**config.mk**
```make
export PLATFORM = sky130hd
export DESIGN_NAME = led_panel_frame_receiver_scanner_top_flat
export DESIGN_NICKNAME = d
export VERILOG_FILES = /design/src/rtl/core/lpfrs_pkg.sv /design/src/rtl/core/lpfrs_in_if.sv /design/src/rtl/core/lpfrs_out_if.sv /design/src/rtl/core/lpfrs_ram.sv /design/src/rtl/core/lpfrs_rx.sv /design/src/rtl/core/lpfrs_scan.sv /design/src/rtl/core/led_panel_frame_receiver_scanner_top.sv /design/src/flat_wrapper.sv
export SDC_FILE = /design/constraint.sdc
export NUM_CORES = 2
export LEC_CHECK = 0
export BUFFER_PORTS_ARGS = -buffer_cell sky130_fd_sc_hd__clkbuf_2
export CAP_MARGIN = 15
export CORE_ASPECT_RATIO = 0.7
export CORE_MARGIN = 2
export CORE_UTILIZATION = 45
export CTS_CLUSTER_SIZE = 24
export DETAILED_ROUTE_END_ITERATION = 8
export PLACE_DENSITY = 0.73
export SLEW_MARGIN = 20
export SYNTH_ARGS = -nofsm -noshare
export SYNTH_HDL_FRONTEND = slang
export SYNTH_HIERARCHICAL = 1
export SYNTH_SLANG_ARGS = --single-unit
export TNS_END_PERCENT = 10
```
**constraint.sdc**
```tcl
create_clock -name clk -period 14.6 [get_ports clk]
set_input_delay 0.73 -clock clk [delete_from_list [all_inputs] [get_ports clk]]
set_output_delay 0.73 -clock clk [all_outputs]
set_load 0.005 [all_outputs]
```
**src/rtl/core/lpfrs_pkg.sv**
```systemverilog
// Shared types and constants for the LED panel frame receiver and scanner.
// No dependencies; lpfrs_rx, lpfrs_scan and the top level import this package.
`timescale 1ns / 1ps

package lpfrs_pkg;

    // Panel geometry
    localparam int BOARDS          = 6;
    localparam int BYTES_PER_BOARD = 64;
    localparam int HOLD_TICKS      = 8;

    localparam int BOARD_W    = 3;
    localparam int OFFSET_W   = 6;
    localparam int ADDR_W     = BOARD_W + OFFSET_W;
    localparam int STORE_SIZE = BOARDS * BYTES_PER_BOARD;
    localparam int FILL_W     = $clog2(STORE_SIZE + 1);
    localparam int HOLD_W     = (HOLD_TICKS > 1) ? $clog2(HOLD_TICKS) : 1;

    // Serial framing symbols
    localparam logic [7:0] SYM_SOH   = 8'h01;
    localparam logic [7:0] SYM_EOT   = 8'h04;
    localparam logic [7:0] SYM_ESC   = 8'h1b;
    localparam logic [7:0] SYM_X_SOH = 8'h78;
    localparam logic [7:0] SYM_X_EOT = 8'h79;
    localparam logic [7:0] SYM_X_ESC = 8'h7a;

    // Input operation codes
    localparam logic OP_RX_BYTE   = 1'b0;
    localparam logic OP_SCAN_TICK = 1'b1;

    // Framebuffer write request from the receiver
    typedef struct packed {
        logic              en;
        logic [ADDR_W-1:0] addr;
        logic [7:0]        data;
    } wr_req_t;

    // Per-tick scan control from the scanner
    typedef struct packed {
        logic [ADDR_W-1:0] rd_addr;
        logic              pix;
        logic [2:0]        bit_idx;
        logic              data;
        logic              clk;
        logic              mode;
        logic              strobe;
    } scan_ctl_t;

endpackage

```
**src/rtl/core/lpfrs_in_if.sv**
```systemverilog
// Input channel: valid/ready handshake carrying one operation word.
// Depends on nothing.
`timescale 1ns / 1ps

interface lpfrs_in_if;
    logic       valid;
    logic       ready;
    logic       operation;
    logic [7:0] rx_byte;

    modport source (output valid, output operation, output rx_byte, input ready);
    modport sink   (input valid, input operation, input rx_byte, output ready);
endinterface

```
**src/rtl/core/lpfrs_out_if.sv**
```systemverilog
// Output channel: valid/ready handshake carrying one scan result word.
// Depends on nothing.
`timescale 1ns / 1ps

interface lpfrs_out_if;
    logic valid;
    logic ready;
    logic shift_data;
    logic shift_clock;
    logic mode_select;
    logic strobe_res;

    modport source (output valid, output shift_data, output shift_clock,
                    output mode_select, output strobe_res, input ready);
    modport sink   (input valid, input shift_data, input shift_clock,
                    input mode_select, input strobe_res, output ready);
endinterface

```
**src/rtl/core/lpfrs_ram.sv**
```systemverilog
// Generic single-clock RAM: one write port, one read port, registered read.
// No dependencies.
`timescale 1ns / 1ps

module lpfrs_ram #(
    parameter int WIDTH = 8,
    parameter int DEPTH = 384,
    localparam int AW   = (DEPTH > 1) ? $clog2(DEPTH) : 1
) (
    input  logic             clk,
    input  logic             we,
    input  logic [AW-1:0]    waddr,
    input  logic [WIDTH-1:0] wdata,
    input  logic             re,
    input  logic [AW-1:0]    raddr,
    output logic [WIDTH-1:0] rdata
);

    logic [WIDTH-1:0] mem [DEPTH];
    logic [WIDTH-1:0] rdata_reg;

    // Write and registered read
    always_ff @(posedge clk)
    begin
        if (we)
        begin
            mem[waddr] <= wdata;
        end
        if (re)
        begin
            rdata_reg <= mem[raddr];
        end
    end

    assign rdata = rdata_reg;

endmodule

```
**src/rtl/core/lpfrs_rx.sv**
```systemverilog
// Frame receiver: unstuffs bytes, tracks board/offset, issues framebuffer writes.
// Depends on lpfrs_pkg. Also keeps the fill mark of the framebuffer.
`timescale 1ns / 1ps

module lpfrs_rx (
    input  logic                      clk,
    input  logic                      rst_n,
    input  logic                      byte_en,
    input  logic [7:0]                rx_byte,
    output lpfrs_pkg::wr_req_t        wr,
    output logic [lpfrs_pkg::FILL_W-1:0] fill
);

    import lpfrs_pkg::*;

    logic                active_reg, active_next;
    logic                esc_reg, esc_next;
    logic [BOARD_W-1:0]  board_reg, board_next;
    logic [OFFSET_W-1:0] offset_reg, offset_next;
    logic [FILL_W-1:0]   fill_reg, fill_next;
    logic [7:0]          data_val;
    logic                act_tmp;
    wr_req_t             wr_c;

    // Decode one received byte
    always_comb
    begin
        active_next = active_reg;
        esc_next    = esc_reg;
        board_next  = board_reg;
        offset_next = offset_reg;
        fill_next   = fill_reg;
        data_val    = rx_byte;
        act_tmp     = active_reg;
        wr_c.en     = 1'b0;
        wr_c.addr   = {board_reg, offset_reg};
        wr_c.data   = rx_byte;
        if (byte_en)
        begin
            priority if (rx_byte == SYM_SOH)
            begin
                active_next = 1'b1;
                board_next  = '0;
                offset_next = '0;
            end
            else if (rx_byte == SYM_ESC)
            begin
                esc_next = 1'b1;
            end
            else
            begin
                // Resolve a pending escape; a bad code drops the frame
                if (esc_reg)
                begin
                    priority if (rx_byte == SYM_X_SOH) data_val = SYM_SOH;
                    else if (rx_byte == SYM_X_EOT)     data_val = SYM_EOT;
                    else if (rx_byte == SYM_X_ESC)     data_val = SYM_ESC;
                    else                               act_tmp  = 1'b0;
                    esc_next = 1'b0;
                end
                active_next = act_tmp;
                if (act_tmp)
                begin
                    wr_c.en     = 1'b1;
                    wr_c.data   = data_val;
                    offset_next = offset_reg + 1'b1;
                    if (offset_reg == '1)
                    begin
                        board_next = board_reg + 1'b1;
                    end
                    if ((FILL_W'(wr_c.addr) >= fill_reg))
                    begin
                        fill_next = FILL_W'(wr_c.addr) + 1'b1;
                    end
                    // Frame full after the last board
                    if ((32'(board_next) >= BOARDS) ||
                        (board_next == '0 && offset_next == '0))
                    begin
                        active_next = 1'b0;
                    end
                end
            end
        end
    end

    // Hold receiver state
    always_ff @(posedge clk or negedge rst_n)
    begin
        if (!rst_n)
        begin
            active_reg <= 1'b0;
            esc_reg    <= 1'b0;
            board_reg  <= '0;
            offset_reg <= '0;
            fill_reg   <= '0;
        end
        else
        begin
            active_reg <= active_next;
            esc_reg    <= esc_next;
            board_reg  <= board_next;
            offset_reg <= offset_next;
            fill_reg   <= fill_next;
        end
    end

    assign wr   = wr_c;
    assign fill = fill_reg;

endmodule

```
**src/rtl/core/lpfrs_scan.sv**
```systemverilog
// Row scanner: sequences bank selects, pixel bytes, row address and hold ticks.
// Depends on lpfrs_pkg. Produces the framebuffer read address for each tick.
`timescale 1ns / 1ps

module lpfrs_scan (
    input  logic                 clk,
    input  logic                 rst_n,
    input  logic                 tick,
    output lpfrs_pkg::scan_ctl_t ctl
);

    import lpfrs_pkg::*;

    typedef enum logic [1:0] {
        PH_BANK,
        PH_PIX,
        PH_ROW,
        PH_HOLD
    } phase_t;

    phase_t             phase_reg;
    logic [2:0]         row_reg;
    logic [1:0]         bank_reg;
    logic [BOARD_W-1:0] board_reg;
    logic               hi_reg;
    logic [2:0]         bit_reg;
    logic [HOLD_W-1:0]  hold_reg;
    logic [1:0]         bank_val;
    scan_ctl_t          ctl_c;

    // Decode the current step
    always_comb
    begin
        bank_val      = ~bank_reg;
        ctl_c.rd_addr = {board_reg, row_reg, bank_reg, hi_reg};
        ctl_c.pix     = 1'b0;
        ctl_c.bit_idx = bit_reg;
        ctl_c.data    = 1'b0;
        ctl_c.clk     = 1'b1;
        ctl_c.mode    = 1'b1;
        ctl_c.strobe  = 1'b1;
        unique case (phase_reg)
            PH_BANK:
            begin
                ctl_c.data = (bit_reg[2:1] == 2'b00) ? bank_val[bit_reg[0]] : 1'b0;
            end
            PH_PIX:
            begin
                ctl_c.pix  = 1'b1;
                ctl_c.mode = 1'b0;
            end
            PH_ROW:
            begin
                ctl_c.data = (bit_reg == row_reg);
            end
            PH_HOLD:
            begin
                ctl_c.clk    = 1'b0;
                ctl_c.mode   = 1'b0;
                ctl_c.strobe = 1'b0;
            end
            default:
            begin
                ctl_c.clk = 1'b0;
            end
        endcase
    end

    // Advance the scan one tick
    always_ff @(posedge clk or negedge rst_n)
    begin
        if (!rst_n)
        begin
            phase_reg <= PH_BANK;
            row_reg   <= '0;
            bank_reg  <= '0;
            board_reg <= '0;
            hi_reg    <= 1'b0;
            bit_reg   <= '0;
            hold_reg  <= '0;
        end
        else if (tick)
        begin
            unique case (phase_reg)
                PH_BANK:
                begin
                    bit_reg <= bit_reg + 1'b1;
                    if (bit_reg == 3'd7)
                    begin
                        phase_reg <= PH_PIX;
                        board_reg <= BOARD_W'(BOARDS - 1);
                        hi_reg    <= 1'b1;
                    end
                end
                PH_PIX:
                begin
                    bit_reg <= bit_reg + 1'b1;
                    if (bit_reg == 3'd7)
                    begin
                        priority if (hi_reg)
                        begin
                            hi_reg <= 1'b0;
                        end
                        else if (board_reg != '0)
                        begin
                            board_reg <= board_reg - 1'b1;
                            hi_reg    <= 1'b1;
                        end
                        else if (bank_reg == 2'd3)
                        begin
                            phase_reg <= PH_ROW;
                        end
                        else
                        begin
                            bank_reg  <= bank_reg + 1'b1;
                            phase_reg <= PH_BANK;
                        end
                    end
                end
                PH_ROW:
                begin
                    bit_reg <= bit_reg + 1'b1;
                    if (bit_reg == 3'd7)
                    begin
                        phase_reg <= PH_HOLD;
                        hold_reg  <= '0;
                    end
                end
                PH_HOLD:
                begin
                    hold_reg <= hold_reg + 1'b1;
                    if (hold_reg == HOLD_W'(HOLD_TICKS - 1))
                    begin
                        phase_reg <= PH_BANK;
                        bank_reg  <= '0;
                        bit_reg   <= '0;
                        row_reg   <= row_reg + 1'b1;
                    end
                end
                default:
                begin
                    phase_reg <= PH_BANK;
                end
            endcase
        end
    end

    assign ctl = ctl_c;

endmodule

```
**src/rtl/core/led_panel_frame_receiver_scanner_top.sv**
```systemverilog
// Top level of the LED panel frame receiver and row scanner.
// Depends on lpfrs_pkg, lpfrs_in_if, lpfrs_out_if, lpfrs_ram, lpfrs_rx, lpfrs_scan.
`timescale 1ns / 1ps

// Accepts one word per cycle while the output side keeps taking results. A
// received-byte word is unstuffed and written straight into the framebuffer
// RAM and yields no result. A scan-tick word reads one framebuffer byte and
// yields one result, through the RAM read register and then the output
// register. The framebuffer needs no clearing pass after reset: frames always
// fill from address zero upward, so a fill mark tells written bytes from
// never-written ones, which read as zero. Throughput is set by the single RAM
// port pair: one word per cycle while the output side keeps taking results.
module led_panel_frame_receiver_scanner_top (
    input  logic        clk,
    input  logic        rst_n,
    lpfrs_in_if.sink    item,
    lpfrs_out_if.source result
);

    import lpfrs_pkg::*;

    logic              accept;
    logic              byte_en;
    logic              tick;
    wr_req_t           wr;
    logic [FILL_W-1:0] fill;
    scan_ctl_t         ctl;
    logic [7:0]        rd_data;

    logic              s1_valid_reg;
    scan_ctl_t         s1_ctl_reg;
    logic              s1_hit_reg;
    logic              s1_adv;

    logic              out_valid_reg;
    logic              out_data_reg;
    logic              out_clk_reg;
    logic              out_mode_reg;
    logic              out_strobe_reg;
    logic              s1_bit;

    // Accept while the read stage can empty
    assign s1_adv     = !out_valid_reg || result.ready;
    assign item.ready = !s1_valid_reg || s1_adv;
    assign accept     = item.valid && item.ready;
    assign byte_en    = accept && (item.operation == OP_RX_BYTE);
    assign tick       = accept && (item.operation == OP_SCAN_TICK);

    lpfrs_rx u_rx (
        .clk     (clk),
        .rst_n   (rst_n),
        .byte_en (byte_en),
        .rx_byte (item.rx_byte),
        .wr      (wr),
        .fill    (fill)
    );

    lpfrs_scan u_scan (
        .clk   (clk),
        .rst_n (rst_n),
        .tick  (tick),
        .ctl   (ctl)
    );

    lpfrs_ram #(
        .WIDTH (8),
        .DEPTH (STORE_SIZE)
    ) u_ram (
        .clk   (clk),
        .we    (wr.en),
        .waddr (wr.addr),
        .wdata (wr.data),
        .re    (tick),
        .raddr (ctl.rd_addr),
        .rdata (rd_data)
    );

    // Read stage: hold the tick's control while the RAM delivers
    always_ff @(posedge clk or negedge rst_n)
    begin
        if (!rst_n)
        begin
            s1_valid_reg <= 1'b0;
        end
        else if (tick)
        begin
            s1_valid_reg <= 1'b1;
        end
        else if (s1_adv)
        begin
            s1_valid_reg <= 1'b0;
        end
    end

    always_ff @(posedge clk)
    begin
        if (tick)
        begin
            s1_ctl_reg <= ctl;
            s1_hit_reg <= (FILL_W'(ctl.rd_addr) < fill);
        end
    end

    // Pick the pixel bit, MSB first
    assign s1_bit = s1_ctl_reg.pix ?
                    (s1_hit_reg & rd_data[3'd7 - s1_ctl_reg.bit_idx]) :
                    s1_ctl_reg.data;

    // Output register
    always_ff @(posedge clk or negedge rst_n)
    begin
        if (!rst_n)
        begin
            out_valid_reg <= 1'b0;
        end
        else if (s1_adv)
        begin
            out_valid_reg <= s1_valid_reg;
        end
    end

    always_ff @(posedge clk)
    begin
        if (s1_adv && s1_valid_reg)
        begin
            out_data_reg   <= s1_bit;
            out_clk_reg    <= s1_ctl_reg.clk;
            out_mode_reg   <= s1_ctl_reg.mode;
            out_strobe_reg <= s1_ctl_reg.strobe;
        end
    end

    assign result.valid       = out_valid_reg;
    assign result.shift_data  = out_data_reg;
    assign result.shift_clock = out_clk_reg;
    assign result.mode_select = out_mode_reg;
    assign result.strobe_res  = out_strobe_reg;

endmodule

```
**src/flat_wrapper.sv**
```systemverilog
// flat-port wrapper written by rule: the top's interface ports become plain ports
module led_panel_frame_receiver_scanner_top_flat import lpfrs_pkg::*;
  (clk, rst_n, item_valid, item_operation, item_rx_byte, item_ready, result_valid, result_shift_data, result_shift_clock, result_mode_select, result_strobe_res, result_ready);
  lpfrs_in_if item_i ();
  lpfrs_out_if result_i ();
  input  logic clk;
  input  logic rst_n;
  input wire logic [$bits(item_i.valid)-1:0] item_valid;
  input wire logic [$bits(item_i.operation)-1:0] item_operation;
  input wire logic [$bits(item_i.rx_byte)-1:0] item_rx_byte;
  output wire logic [$bits(item_i.ready)-1:0] item_ready;
  output wire logic [$bits(result_i.valid)-1:0] result_valid;
  output wire logic [$bits(result_i.shift_data)-1:0] result_shift_data;
  output wire logic [$bits(result_i.shift_clock)-1:0] result_shift_clock;
  output wire logic [$bits(result_i.mode_select)-1:0] result_mode_select;
  output wire logic [$bits(result_i.strobe_res)-1:0] result_strobe_res;
  input wire logic [$bits(result_i.ready)-1:0] result_ready;
  assign item_i.valid = item_valid;
  assign item_i.operation = item_operation;
  assign item_i.rx_byte = item_rx_byte;
  assign item_ready = item_i.ready;
  assign result_valid = result_i.valid;
  assign result_shift_data = result_i.shift_data;
  assign result_shift_clock = result_i.shift_clock;
  assign result_mode_select = result_i.mode_select;
  assign result_strobe_res = result_i.strobe_res;
  assign result_i.ready = result_ready;
  led_panel_frame_receiver_scanner_top u_core (.clk(clk), .rst_n(rst_n), .item(item_i), .result(result_i));
endmodule
```
# After elaboration in Yosys (flattened, before gate mapping)
# Memories as Yosys holds them, arrays and structs flattened. A register that Yosys moved wholly into a read port is not among the register bits.
# Index checks and enable logic that the tools add are counted.
# word_totals
output_inout_bits,6
ff_bits,50
ram_bits,3072
word_cells,174
inputBits,13
mem_count,1
# mem_list
memory,words,word_bits,rd,rd_ports_with_merged_regs,write_ports,line,rtl
u_core.u_ram.mem,384,8,1,1,1,lpfrs_ram.sv:19,logic [WIDTH-1:0] mem [DEPTH];
# classes
n_eq_ne,22
add_sub_neg,9
n_reduce_logical,33
magnitude_cmp,5
n_bitwise,5
mux,76
# ops
cell,count
2-to-1 mux 8 bit,8
2-to-1 mux 3 bit,14
2-to-1 mux 1 bit,32
"== test 8 x 7 -> 1 bit, second input constant",3
2-to-1 mux 2 bit,11
2-to-1 mux 6 bit,3
"!= test 2 bit, second input constant",9
case mux 3 bit (2 select lines),3
AND reduction 7 bit,2
"adder 3 x 1 -> 3 bit, second input constant",4
nonzero test 2 bit,5
"adder 9 x 1 -> 9 bit, second input constant",1
>= comparator 9 bit,1
less-than comparator 9 bit,1
AND reduction 3 bit,3
"== test 8 x 1 -> 1 bit, second input constant",1
"== test 8 x 5 -> 1 bit, second input constant",1
case mux 2 bit (4 select lines),1
"adder 6 x 1 -> 6 bit, second input constant",1
"== test 2 bit, second input constant",3
"== test 3 bit, second input constant",2
"== test 6 bit, second input constant",1
logical NOT 6 bit,1
AND reduction 2 bit,3
other kinds (25),36

# Depth between registers and ports, before layout
# logic_depth
word_depth,19
mapped_depth,15
mapped_depth_nobuf,8

# Cells and area by module
# Netlist, hierarchy kept.
# by_module_without_submodules
mod,cells_each,instances,area_per_inst_um2
lpfrs_ram,5415,1,119504.6
lpfrs_rx,155,1,1465.2
lpfrs_scan,91,1,977.2
led_panel_frame_receiver_scanner_top,58,1,770.7

# Least setup slack after synthesis
# Ideal clock, no wire load.
# synth_timing
path_type,register -> register
startpoint,reg u_core.u_rx.esc_reg
endpoint,mem u_core.u_ram.mem[0][5] (data pin)
arrival_ns,11.917
slack_ns,0.194
stages_incl_launch_ff,2
setup_ns,2.490
cell_sequence,dfrtp_1 > a31oi_1
# synth_rtl
element,line,rtl
"start, declared",lpfrs_rx.sv:17,"logic esc_reg, esc_next;"
"start signal, assigned",lpfrs_rx.sv:100,esc_reg <= esc_next;
"end, declared",lpfrs_ram.sv:19,

==> summary.md <==
| Metric | Value |
|---|---|
| Setup Skew | 0.0425 ns |
| Per-instance average area after synthesis | 21.5 µm² |
| Area of the core region | 271000 µm² |
| Library cell occupying the most area in the post-synthesis netlist | edfxtp_1 |
| Reg2reg path depth | 10 |
| Critical path data arrival time | 6.92 ns |
| Worst hold path type | in -> reg |
| CP delay by family, top | buffers and inverters |
| Residual antenna-violating net count after detailed routing | 0 |
| Final period utilization | 43.4% |
| Post-synth ARST share | 1.25% |
| Total gr overflow | 0 |
| Peak clock frequency supported by timing | 0.158 GHz |
| Largest register FFs | 3072 |
| Max-cap check violation count | 1 |
| Via count of the first global-routing pass | 59800 |
| Fin crit period | 6.33 ns |
| Wire length of the first global-routing pass | 449000 µm |
| Hold path cells | 3 |
| Post-synth cell types | 90 |
| Comb power frac | 16.2% |
| Num CTS Buffers | 283 |
| Net Count, Synth | 5760 |
| Register bit total from synthesis | 3132 |
| Clock sink total | 3132 |
| Setup-violating endpoint count in the final report | 0 |
| Count of buffers inserted at the top-level ports | 18 |
| Buf+Inv Stages, Crit Path | 4 |
| CTS tree | yes |
| DP HPWL | 188000 µm |
| Initial Utilization | 45.2% |
| IO Pins | 19 |
| Slew Limit Fails | 0 |
| Post-synthesis to final-layout area growth | 10.5% |
| Yosys warns | 6 |
| Kind of capture point of the worst setup path | flip-flop |
| FF-to-FF setup slack | 8.27 ns |
| Net Switching | 5.12 mW |
| Net count, final | 5855 |
| Switching Share | 25.0% |
| Result of the run | finished, violations left |
| Top cell type's share of synthesized area | 75.7% |
| Critical Path Slowest Stage Cell | buf_4 |
| CTS root buf | clkbuf_16 |
| Max Fanout on Critical Path | 132 |
| Maximum vdd ir drop | 0.000139 V |
| Power after layout | 20.5 mW |
| Share of power burned in the clock network | 34.9% |
| Portion of the post-synthesis area used by sequential elements | 76.5% |
| Utilization after layout | 49.9% |
| Critical Path Source Type | flip-flop |
| Total Negative Setup Slacks | 0 ns |
| Post-detailed-route via-to-cell ratio | 6.44 |
| Mapped Cells | 5719 |
| EDFF count, synth | 3093 |
| Floorplan die area | 277000 µm² |
| CP max stage delay | 0.86 ns |
| CP Cell Sequence | buf_12, buf_4, buf_12, buf_4, mux4_2, mux4_2, a22oi_1, nand2_1, a22oi_1, o2bb2a_1 |
| Pin count of the biggest net entering global routing | 206 |
| Worst slew pin tran | 1.44 ns |
| Sequential Power Share | 48.9% |
| Average wire length per cell after detail routing | 32.7 µm |
| Static Leak | 40.9 nW |
| Worst-path clk slew | 0.06 ns |
| Height of the chip | 441 µm |
| Total global-route track usage | 22.6% |
| Total power per unit cell area | 151 nW/µm² |
| Worst-skew pair later-pin latency | 0.87 ns |
| Start of the worst register-to-register path | u_core/u_scan/bank_reg[0] |
| Maximum buffer depth of the clock tree | 4 |
| Die width | 628 µm |
| Fraction of layout instances using a drive strength above 1 | 23.9% |
| Initial DRC Count | 11300 |
| Std-Cell Rows | 160 |
| Minimum setup slack after placement | 8.44 ns |
| CP required | 15.19 ns |
| Buffers inserted by post-CTS timing repair | 0 |
| Worst-case headroom to the max-slew limit | 1.85% |
| Final Routed Wirelength | 317000 µm |
| Routability-driven placement congestion ratio | 0.890 |
| End point of the most critical hold path | u_core/s1_valid_reg |
| Number of endpoints with negative hold slack in the final report | 0 |
| Worst Min Path Start | item_valid |
| Netlist area before placement | 123000 µm² |
| Number of H-tree branching levels | 5 |
| Kind of critical path | reg -> reg |
| Initial antenna violation count | 20 |
| Cell internal power dissipation | 15.4 mW |
| Top FF cell, synth | edfxtp_1 |
| Number of optimization iterations in the first detailed-route pass | 6 |
| Critical R2R Capture | u_core/u_ram/rdata[6] |
| Violations in the final reports | capacitance limit |
| Cell types occupying the most area after synthesis | edfxtp_1, mux4_2, nor2_1 |
| Setup repair after global routing missed its margin | no |
| Worst hold-check slack | 0.148 ns |
| Number of design rule violations left after detail routing | 0 |
| Worst-case setup margin in the final layout | 8.27 ns |
| Vias post-DR | 62200 |
[how the worst max path moves through the flow]
stage | start | endpoint | slack (ns) | depth (start not counted)
2_1_floorplan | u_core/u_rx/esc_reg | u_core/u_ram/mem[0][5] | 0.19 | 1
6_report | u_core/u_scan/bank_reg[0] | u_core/u_ram/rdata[6] | 8.27 | 10
5_1_grt | u_core/u_scan/hi_reg | u_core/u_ram/rdata[6] | 8.08 | 9
4_1_cts | u_core/u_scan/bank_reg[0] | u_core/u_ram/rdata[6] | 8.40 | 10
3_5_place_dp | u_core/u_scan/bank_reg[0] | u_core/u_ram/rdata[6] | 8.44 | 10
3_3_place_gp | u_core/u_scan/bank_reg[0] | u_core/u_ram/rdata[6] | 8.48 | 10
[final cells by class]
cell class,instances,area (µm²)
fill,21000,136000
antenna,2,5.00
multi-input combinational,2218,27200
clock buffer,354,7550
inverter,37,148
clock inverter,139,1110
tap,3645,4560
timing repair buffer,142,1190
sequential,3132,93900
[synth_stat cells (4+ instances only)]
cell type	n
mux2i_1	160
and2_1	14
buf_4	43
and3b_1	4
buf_1	22
dfrtp_1	39
mux4_2	806
ha_1	28
xor2_1	6
a211o_1	6
buf_6	33
nor3b_1	5
clkbuf_1	150
or2_2	5
inv_1	34
a22o_1	19
o2111ai_1	4
nand2b_1	20
buf_2	83
mux2_2	48
a211oi_1	34
o211ai_1	7
o21ai_0	36
o221ai_1	22
o31ai_1	7
nand4_1	16
nor2_1	444
nor3_1	23
a221oi_1	18
o41ai_1	6
a2111oi_0	14
and3_1	10
nand2_1	147
nor4_1	13
xnor2_1	7
o22ai_1	40
a31oi_1	21
a22oi_1	44
a21oi_1	48
nand3_1	31
edfxtp_1	3093
nor2b_1	39
[worst register-to-register path, cell delays in order, from the launching register on]
cell,delay [ns]
dfrtp_4,0.66
buf_12,0.57
buf_4,0.79
buf_12,0.73
buf_4,1.04
mux4_2,0.56
mux4_2,0.48
a22oi_1,0.30
nand2_1,0.18
a22oi_1,0.49
o2bb2a_1,0.28
[routing by layer]
layer | track usage (%) | up-vias | routed length [µm]
met5 | 0 | - | 161
met4 | 4.95 | 8 | 6940
met3 | 9.27 | 511 | 54500
met2 | 30.6 | 4853 | 132000
met1 | 34.1 | 32800 | 123000
li1 | - | 24100 | -
[cell families (layout without fill, tap and decap cells)]
family | after synthesis | in the layout | synth area share (%)
XOR/XNOR | 13 | 13 | 0.0928
buffers and inverters | 369 | 672 | 1.56
other | 0 | 2 | 0
adder cells (fa/ha/maj) | 28 | 28 | 0.285
AND/OR/NAND/NOR | 798 | 798 | 2.90
flip-flops | 3132 | 3132 | 76.5
AO/OA/AOI/OAI | 365 | 365 | 2.14
multiplexers | 1014 | 1014 | 16.5
[cells in the final DEF, fill, tap and decap left out, types with 27 or more instances in the layout]
master,netlist,layout
clkinv_2,0,40
nand3_1,31,27
a22oi_1,44,44
ha_1,28,28
nand2_1,147,135
clkinv_1,1,62
nor2_1,444,431
dfrtp_1,39,32
clkbuf_1,150,61
clkbuf_16,0,292
buf_4,43,109
o21ai_0,36,36
mux4_2,806,806
mux2i_1,160,160
a21oi_1,48,48
nor2b_1,39,32
a211oi_1,34,34
inv_1,34,34
mux2_2,48,48
edfxtp_1,3093,3093
o22ai_1,40,40
[timing repair]
action | in CTS | in global routing
hold endpoints to repair | 39 | 0
hold buffers | 1 | 0
resized for setup | 0 | 0
endpoints found under the setup margin | 0 | 0
[metrics by stage]
step | instance area (µm²) | instances
after global placement | 127000 | 9172
after detailed placement | 127000 | 9172
after global routing | 136000 | 9667
after floorplan | 123000 | 5719
final | 136000 | 9669
after CTS | 136000 | 9666
[power groups by stage]
stage	logic, mW	registers [mW]	clock network, mW
3_5_place_dp	3.28	10.2	0
2_1_floorplan	2.47	10.2	0
6_report	3.33	10.0	7.16
5_1_grt	3.48	10.0	7.57
4_1_cts	3.29	10.0	7.24
3_3_place_gp	3.24	10.2	0
Note: power is estimated with default switching activity, not from simulation.
